$ cat config.mk
export PLATFORM = sky130hd
export DESIGN_NAME = tlv_stream_check_and_find_unit
export DESIGN_NICKNAME = d
export VERILOG_FILES = /design/src/rtl/core/tlv_scf_pkg.sv /design/src/rtl/core/tlv_scf_in_reg.sv /design/src/rtl/core/tlv_scf_parser.sv /design/src/rtl/core/tlv_scf_out_reg.sv /design/src/rtl/core/tlv_stream_check_and_find_unit.sv
export SDC_FILE = /design/constraint.sdc
export NUM_CORES = 1
export LEC_CHECK = 0
export ABC_CLOCK_PERIOD_IN_PS = 3050
export BUFFER_PORTS_ARGS = -buffer_cell sky130_fd_sc_hd__buf_2
export CAP_MARGIN = 20
export CORE_MARGIN = 1.5
export CORE_UTILIZATION = 45
export DETAILED_ROUTE_END_ITERATION = 10
export GPL_TIMING_DRIVEN = 0
export PLACE_DENSITY_LB_ADDON = 0.1
export SLEW_MARGIN = 20
export SYNTH_ARGS = -nofsm -noshare
export SYNTH_HDL_FRONTEND = slang
export SYNTH_SLANG_ARGS = --single-unit
$ cat constraint.sdc
create_clock -name clock -period 3.05 [get_ports clock]
set_clock_uncertainty 0.1 [all_clocks]
set_input_delay 0.61 -clock clock [delete_from_list [all_inputs] [get_ports clock]]
set_output_delay 0.61 -clock clock [all_outputs]
set_load 0.05 [all_outputs]
$ cat src/rtl/core/tlv_scf_pkg.sv
// types and constants shared by the tlv stream check and find unit
package tlv_scf_pkg;

   localparam logic [7:0] LONG_LENGTH_ESCAPE = 8'hff;

   localparam logic [2:0] PH_TYPE   = 3'd0;
   localparam logic [2:0] PH_LEN    = 3'd1;
   localparam logic [2:0] PH_EXT_HI = 3'd2;
   localparam logic [2:0] PH_EXT_LO = 3'd3;
   localparam logic [2:0] PH_VALUE  = 3'd4;

   typedef struct packed {
      logic [7:0] data_byte;
      logic       last;
   } req_type;

   typedef struct packed {
      logic        well_formed;
      logic        found;
      logic [15:0] value_length;
      logic [15:0] value_offset;
   } rsp_type;

endpackage

$ cat src/rtl/core/tlv_scf_in_reg.sv
// input register holding one request transaction until the parser takes it
module tlv_scf_in_reg (
   input  logic                clock,
   input  logic                reset,
   input  logic                req_valid,
   output logic                req_stall,
   input  tlv_scf_pkg::req_type req_payload,
   input  logic                take,
   output logic                held_valid,
   output tlv_scf_pkg::req_type held_payload
);
   import tlv_scf_pkg::*;

   logic    valid_ff;
   logic    valid_in;
   req_type payload_ff;
   logic    load;

   assign req_stall = valid_ff & ~take;
   assign load      = req_valid & ~req_stall;

   always_comb begin
      if (load) begin
         valid_in = 1'b1;
      end else if (take) begin
         valid_in = 1'b0;
      end else begin
         valid_in = valid_ff;
      end
   end

   always_ff @(posedge clock) begin
      if (reset) begin
         valid_ff <= 1'b0;
      end else begin
         valid_ff <= valid_in;
      end
   end

   always_ff @(posedge clock) begin
      if (load) begin
         payload_ff <= req_payload;
      end
   end

   assign held_valid   = valid_ff;
   assign held_payload = payload_ff;

endmodule

$ cat src/rtl/core/tlv_scf_parser.sv
// parse state, target type register and per-byte update logic
module tlv_scf_parser (
   input  logic                 clock,
   input  logic                 reset,
   input  logic                 csr_write_enable,
   input  logic [7:0]           csr_write_data,
   input  logic                 step,
   input  tlv_scf_pkg::req_type item,
   output logic                 result_valid,
   output tlv_scf_pkg::rsp_type result
);
   import tlv_scf_pkg::*;

   logic [7:0]  target_type_ff;
   logic [2:0]  phase_ff, phase_in;
   logic [15:0] remaining_ff, remaining_in;
   logic [15:0] byte_offset_ff, byte_offset_in;
   logic [7:0]  length_high_ff, length_high_in;
   logic        type_matches_ff, type_matches_in;
   logic [15:0] cand_length_ff, cand_length_in;
   logic [15:0] cand_offset_ff, cand_offset_in;
   logic        found_ff, found_in;
   logic [15:0] found_length_ff, found_length_in;
   logic [15:0] found_offset_ff, found_offset_in;

   logic        hdr_done;
   logic [15:0] hdr_len;
   logic [15:0] rem_dec;
   logic [15:0] offset_inc;
   logic        want;

   assign rem_dec    = remaining_ff - 16'd1;
   assign offset_inc = byte_offset_ff + 16'd1;
   assign want       = type_matches_ff & ~found_ff;

   always_comb begin
      phase_in        = phase_ff;
      remaining_in    = remaining_ff;
      length_high_in  = length_high_ff;
      type_matches_in = type_matches_ff;
      cand_length_in  = cand_length_ff;
      cand_offset_in  = cand_offset_ff;
      found_in        = found_ff;
      found_length_in = found_length_ff;
      found_offset_in = found_offset_ff;
      hdr_done        = 1'b0;
      hdr_len         = 16'd0;

      unique case (phase_ff)
         PH_TYPE: begin
            type_matches_in = (item.data_byte == target_type_ff) & ~found_ff;
            phase_in        = PH_LEN;
         end
         PH_LEN: begin
            if (item.data_byte == LONG_LENGTH_ESCAPE) begin
               phase_in = PH_EXT_HI;
            end else begin
               hdr_done = 1'b1;
               hdr_len  = {8'd0, item.data_byte};
            end
         end
         PH_EXT_HI: begin
            length_high_in = item.data_byte;
            phase_in       = PH_EXT_LO;
         end
         PH_EXT_LO: begin
            hdr_done = 1'b1;
            hdr_len  = {length_high_ff, item.data_byte};
         end
         default: begin
            remaining_in = rem_dec;
            if (rem_dec == 16'd0) begin
               phase_in = PH_TYPE;
               if (want) begin
                  found_in        = 1'b1;
                  found_length_in = cand_length_ff;
                  found_offset_in = cand_offset_ff;
               end
            end
         end
      endcase

      if (hdr_done) begin
         if (want) begin
            cand_length_in = hdr_len;
            cand_offset_in = offset_inc;
         end
         if (hdr_len == 16'd0) begin
            phase_in = PH_TYPE;
            if (want) begin
               found_in        = 1'b1;
               found_length_in = hdr_len;
               found_offset_in = offset_inc;
            end
         end else begin
            remaining_in = hdr_len;
            phase_in     = PH_VALUE;
         end
      end

      byte_offset_in = offset_inc;

      result.well_formed  = (phase_in == PH_TYPE);
      result.found        = found_in;
      result.value_length = found_in ? found_length_in : 16'd0;
      result.value_offset = found_in ? found_offset_in : 16'd0;

      // end of message returns the parse state to its reset value
      if (item.last) begin
         phase_in        = PH_TYPE;
         remaining_in    = 16'd0;
         byte_offset_in  = 16'd0;
         length_high_in  = 8'd0;
         type_matches_in = 1'b0;
         cand_length_in  = 16'd0;
         cand_offset_in  = 16'd0;
         found_in        = 1'b0;
         found_length_in = 16'd0;
         found_offset_in = 16'd0;
      end
   end

   assign result_valid = step & item.last;

   always_ff @(posedge clock) begin
      if (reset) begin
         target_type_ff <= 8'd0;
      end else if (csr_write_enable) begin
         target_type_ff <= csr_write_data;
      end
   end

   always_ff @(posedge clock) begin
      if (reset) begin
         phase_ff        <= PH_TYPE;
         remaining_ff    <= 16'd0;
         byte_offset_ff  <= 16'd0;
         length_high_ff  <= 8'd0;
         type_matches_ff <= 1'b0;
         cand_length_ff  <= 16'd0;
         cand_offset_ff  <= 16'd0;
         found_ff        <= 1'b0;
         found_length_ff <= 16'd0;
         found_offset_ff <= 16'd0;
      end else if (step) begin
         phase_ff        <= phase_in;
         remaining_ff    <= remaining_in;
         byte_offset_ff  <= byte_offset_in;
         length_high_ff  <= length_high_in;
         type_matches_ff <= type_matches_in;
         cand_length_ff  <= cand_length_in;
         cand_offset_ff  <= cand_offset_in;
         found_ff        <= found_in;
         found_length_ff <= found_length_in;
         found_offset_ff <= found_offset_in;
      end
   end

endmodule

$ cat src/rtl/core/tlv_scf_out_reg.sv
// result register driving the response channel
module tlv_scf_out_reg (
   input  logic                 clock,
   input  logic                 reset,
   input  logic                 fire,
   input  tlv_scf_pkg::rsp_type result,
   output logic                 rsp_valid,
   input  logic                 rsp_stall,
   output tlv_scf_pkg::rsp_type rsp_payload
);
   import tlv_scf_pkg::*;

   logic    valid_ff;
   logic    valid_in;
   rsp_type payload_ff;

   assign valid_in = fire | (valid_ff & rsp_stall);

   always_ff @(posedge clock) begin
      if (reset) begin
         valid_ff <= 1'b0;
      end else begin
         valid_ff <= valid_in;
      end
   end

   always_ff @(posedge clock) begin
      if (fire) begin
         payload_ff <= result;
      end
   end

   assign rsp_valid   = valid_ff;
   assign rsp_payload = payload_ff;

endmodule

$ cat src/rtl/core/tlv_stream_check_and_find_unit.sv
// top level of the tlv stream check and find unit
//
// request channel: one message byte per transaction (data_byte, last),
// with req_valid / req_stall. a message is a chain of type, length, value
// records; length 0xff is followed by a 16-bit big-endian length.
// response channel: one transaction per message, sent for the byte marked
// last: well_formed, found, value_length, value_offset of the first
// record of csr target type whose value lies inside the message.
// csr port: csr_write_enable / csr_write_data write the target type.
// a byte is held in the input register until it is taken; the parse state
// and the result register update as it is taken, and the result register
// drives rsp once the last byte of a message has been taken.
// throughput: one byte per cycle, set by the single parse state update,
// but when rsp_stall holds a pending result, bytes flow only until a
// byte marked last reaches the parser; it waits there and req_stall rises.
// reset (synchronous, active high) clears the parse state, the target
// type and both valid flags.
module tlv_stream_check_and_find_unit (
   input  logic                 clock,
   input  logic                 reset,
   input  logic                 req_valid,
   output logic                 req_stall,
   input  tlv_scf_pkg::req_type req_payload,
   output logic                 rsp_valid,
   input  logic                 rsp_stall,
   output tlv_scf_pkg::rsp_type rsp_payload,
   input  logic                 csr_write_enable,
   input  logic [7:0]           csr_write_data
);
   import tlv_scf_pkg::*;

   logic    held_valid;
   req_type held_payload;
   logic    take;
   logic    step;
   logic    result_valid;
   rsp_type result;

   // a last byte waits while an earlier result is still stalled
   assign take = ~(held_payload.last & rsp_valid & rsp_stall);
   assign step = held_valid & take;

   tlv_scf_in_reg u_in_reg (
      .clock        (clock),
      .reset        (reset),
      .req_valid    (req_valid),
      .req_stall    (req_stall),
      .req_payload  (req_payload),
      .take         (take),
      .held_valid   (held_valid),
      .held_payload (held_payload)
   );

   tlv_scf_parser u_parser (
      .clock            (clock),
      .reset            (reset),
      .csr_write_enable (csr_write_enable),
      .csr_write_data   (csr_write_data),
      .step             (step),
      .item             (held_payload),
      .result_valid     (result_valid),
      .result           (result)
   );

   tlv_scf_out_reg u_out_reg (
      .clock       (clock),
      .reset       (reset),
      .fire        (result_valid),
      .result      (result),
      .rsp_valid   (rsp_valid),
      .rsp_stall   (rsp_stall),
      .rsp_payload (rsp_payload)
   );

endmodule

==> impl_metrics.json <==
{
  "worst_ir_drop_vdd_uv": 360,
  "core-area_um2": 15800,
  "hold_path_startpoint": "req_payload[5]",
  "cts_buffer_depth": 2,
  "critical_path_class": "flop to flop",
  "io_buffers": 56,
  "drc": 0,
  "max_cap_violations": 0,
  "pin_count": 58,
  "antenna_found_initial": 0,
  "dr_total_vias": 6184,
  "cts_buffers": 17,
  "synth_ff_type": "dfxtp_1",
  "die_h_um": 130,
  "place_ws_ps": -292,
  "syn_nets": 787,
  "max-slew-margin-rel": 0.451,
  "cp_data_arrival_time_ps": 3050,
  "place_congestion": 0.877,
  "hold_path_class": "primary input to flop",
  "area_growth_pct": 17.5,
  "grt_max_degree": 34,
  "startpoint_type": "flop",
  "worstReg2RegEnd": "u_out_reg.rsp_payload[0]$_SDFFCE_PN0P_",
  "hpwl_um": 13800,
  "hold_slack_ps": 252,
  "die_w_um": 130,
  "synth_area_um2": 7280,
  "cp_max_fo": 10,
  "cts_root_buf": "clkbuf_16",
  "p_seq_frac": 0.484,
  "nNetsFinal": 869,
  "die_area_um2": 16900,
  "overflow": 0,
  "p_int_mw": 3.56,
  "swShare": 0.237,
  "grt_pass1_vias": 5779,
  "wirelength_um": 19100,
  "yosys.cell_types.count": 58,
  "period_share": 0.970,
  "dr.pass1.iters": 5,
  "fin_util": 0.541,
  "cts_sinks": 162,
  "grt_usage": 0.234,
  "layout-drive-gt1-share": 0.159,
  "hold_viol": 0,
  "ctsHtreeMaxLevel": 4,
  "clk_pin_slew_ps": 60,
  "worstMarginPinSlew_ps": 821,
  "vias_per_cell": 5.77,
  "slew_violations": 0,
  "insertion_delay_ps": 430,
  "synth_seq_area_share": 0.505,
  "r2r-start": "u_parser.remaining_ff[0]$_SDFFE_PP0P_",
  "post_drt_wl_per_cell_um": 17.8,
  "power_density_nw_per_um2": 545,
  "avgSynthCellArea_um2": 9.55,
  "num_rows": 46,
  "ys_ff_latch": 162,
  "p_total_mw": 4.67,
  "status": "complete, no violations",
  "switchingPower_mw": 1.11,
  "worst_ep_required_time_ps": 3150,
  "period_needed_ps": 2960,
  "ys_warn_count": 0,
  "reg2reg_depth": 10,
  "initial_core_util": 0.460,
  "synthCells": 762,
  "min_path_cells": 1,
  "final.setup.worst_slack_ps": 92.4,
  "crit_path_end_kind": "flop",
  "finalSetupViolCount": 0,
  "p_leak_nw": 3.19,
  "synth_edf_count": 43,
  "min_to": "u_in_reg.held_payload[5]$_DFFE_PP_",
  "postRouteAntennaNets": 0,
  "combPwrFrac": 0.049,
  "synthArstFlopShare": 0,
  "p_clk_frac": 0.467,
  "fin_setup_tns_ps": 0,
  "critPathLaunch": "u_parser.remaining_ff[0]$_SDFFE_PP0P_",
  "rrSetupSlack_ps": 90,
  "grt_setup_unrepaired": "no",
  "cts_tree": "built",
  "grt_pass1_wl_um": 30300,
  "diodes": 0,
  "fmax_ghz": 0.338,
  "dr.first_iter.drc_count": 577
}
-- cell usage in the layout, fill, tap and decap left out, types with 6 or more instances in the layout --
| master | instances |
|---|---|
| dfxtp_1 | 119 |
| nor2_1 | 109 |
| nand2_1 | 69 |
| buf_2 | 62 |
| a22oi_1 | 49 |
| edfxtp_1 | 43 |
| clkbuf_1 | 38 |
| a22o_1 | 34 |
| o21ai_0 | 28 |
| a21oi_1 | 27 |
| nor3_1 | 23 |
| xnor2_1 | 21 |
| and3_1 | 20 |
| nand3_1 | 18 |
| clkbuf_16 | 17 |
| o31ai_1 | 14 |
| xor2_1 | 13 |
| nor4_1 | 11 |
| mux2i_1 | 9 |
| a221oi_2 | 7 |
| a221oi_1 | 7 |
| inv_1 | 6 |
| nand3b_1 | 6 |
| buf_4 | 6 |
-- through the flow --
step / cells / area, um^2
after detailed placement: 1035 / 7850
after global routing: 1072 / 8560
final: 1072 / 8560
after floorplan: 762 / 7280
after global placement: 1034 / 7830
after CTS: 1072 / 8530
-- worst max path at each step --
stage / endpoint
4_1_cts: u_out_reg.rsp_payload[0]$_SDFFCE_PN0P_
2_1_floorplan: u_out_reg.rsp_payload[4]$_SDFFCE_PN0P_
3_3_place_gp: u_parser.cand_length_ff[15]$_SDFFE_PP0P_
6_report: u_out_reg.rsp_payload[0]$_SDFFCE_PN0P_
3_5_place_dp: u_out_reg.rsp_payload[0]$_SDFFCE_PN0P_
5_1_grt: u_out_reg.rsp_payload[7]$_SDFFCE_PN0P_
-- power by group through the flow --
stage	clock network, mW	registers, mW	logic (mW)
after floorplan	0	2.33	0.121
after global placement	0	2.31	0.219
after detailed placement	0	2.31	0.225
after CTS	2.20	2.26	0.226
after global routing	2.28	2.26	0.246
final	2.18	2.26	0.227
-- repair_timing --
item                                    4_1_cts  5_1_grt
hold buffers                                  0        0
resized for setup                             4        6
endpoints found under the setup margin       40       41
buffers inserted                              7        0
pin swaps                                     3        0
-- layer usage --
layer / track usage / up-vias / routed length, um
met2: 0.363 / 185 / 8590
met3: 0.0353 / 38 / 965
met5: 0 / - / 0
met4: 0.107 / 0 / 477
met1: 0.324 / 3007 / 9070
li1: - / 2954 / -
-- cell usage after synthesis (all sizes together) (12+ instances only) --
cell	count	area share
a22oi	49	0.051
xnor2	22	0.028
a221oi	15	0.026
nand3	18	0.012
nand2	70	0.036
a22o	34	0.041
nor4	12	0.012
edfxtp	43	0.18
dfxtp	119	0.33
a21oi	27	0.019
xor2	13	0.016
o21ai	30	0.021
o31ai	15	0.015
nor2	111	0.058
buf	14	0.013
nor3	27	0.020
clkbuf	40	0.021
and3	21	0.018
-- registers in the layout, summed over array words and instances, names as in the netlist, 8 cells and up --
name and cells:
u_parser.remaining_ff 16, u_parser.cand_length_ff 16, u_parser.cand_offset_ff 16, u_parser.found_offset_ff 16, u_parser.byte_offset_ff 16, u_parser.length_high_ff 8, u_parser.found_length_ff 16, u_out_reg.rsp_payload 34
u_parser.target_type_ff 8, u_in_reg.held_payload 9
-- layout make-up --
class,instances,area (um^2)
Clock inverter,12,148
Buffer,53,245
Multi-Input combinational cell,539,3370
Inverter,7,26.3
Fill cell,1442,7270
Sequential cell,162,3670
Timing Repair Buffer,64,365
Clock buffer,19,453
Tap cell,216,270
-- critical path: stages, from the launching register on --
cell and delay, ps:
dfxtp_1 330, buf_2 180, inv_1 60, ha_2 250
o21a_1 220, or4_1 530, a211oi_4 220, buf_4 190
buf_6 190, a221oi_2 90, nor3b_1 370
-- logic make-up (layout without fill, tap and decap cells) --
kind of cell	Yosys count	in the layout	synth area share
AND/OR/NAND/NOR	304	304	0.200
AO/OA/AOI/OAI	187	187	0.195
flip-flops	162	162	0.505
buffers and inverters	61	155	0.0376
XOR/XNOR	35	35	0.0431
multiplexers	10	10	0.0139
adder cells (fa/ha/maj)	3	3	0.00516
No activity file was read; power rests on OpenSTA's default activity.
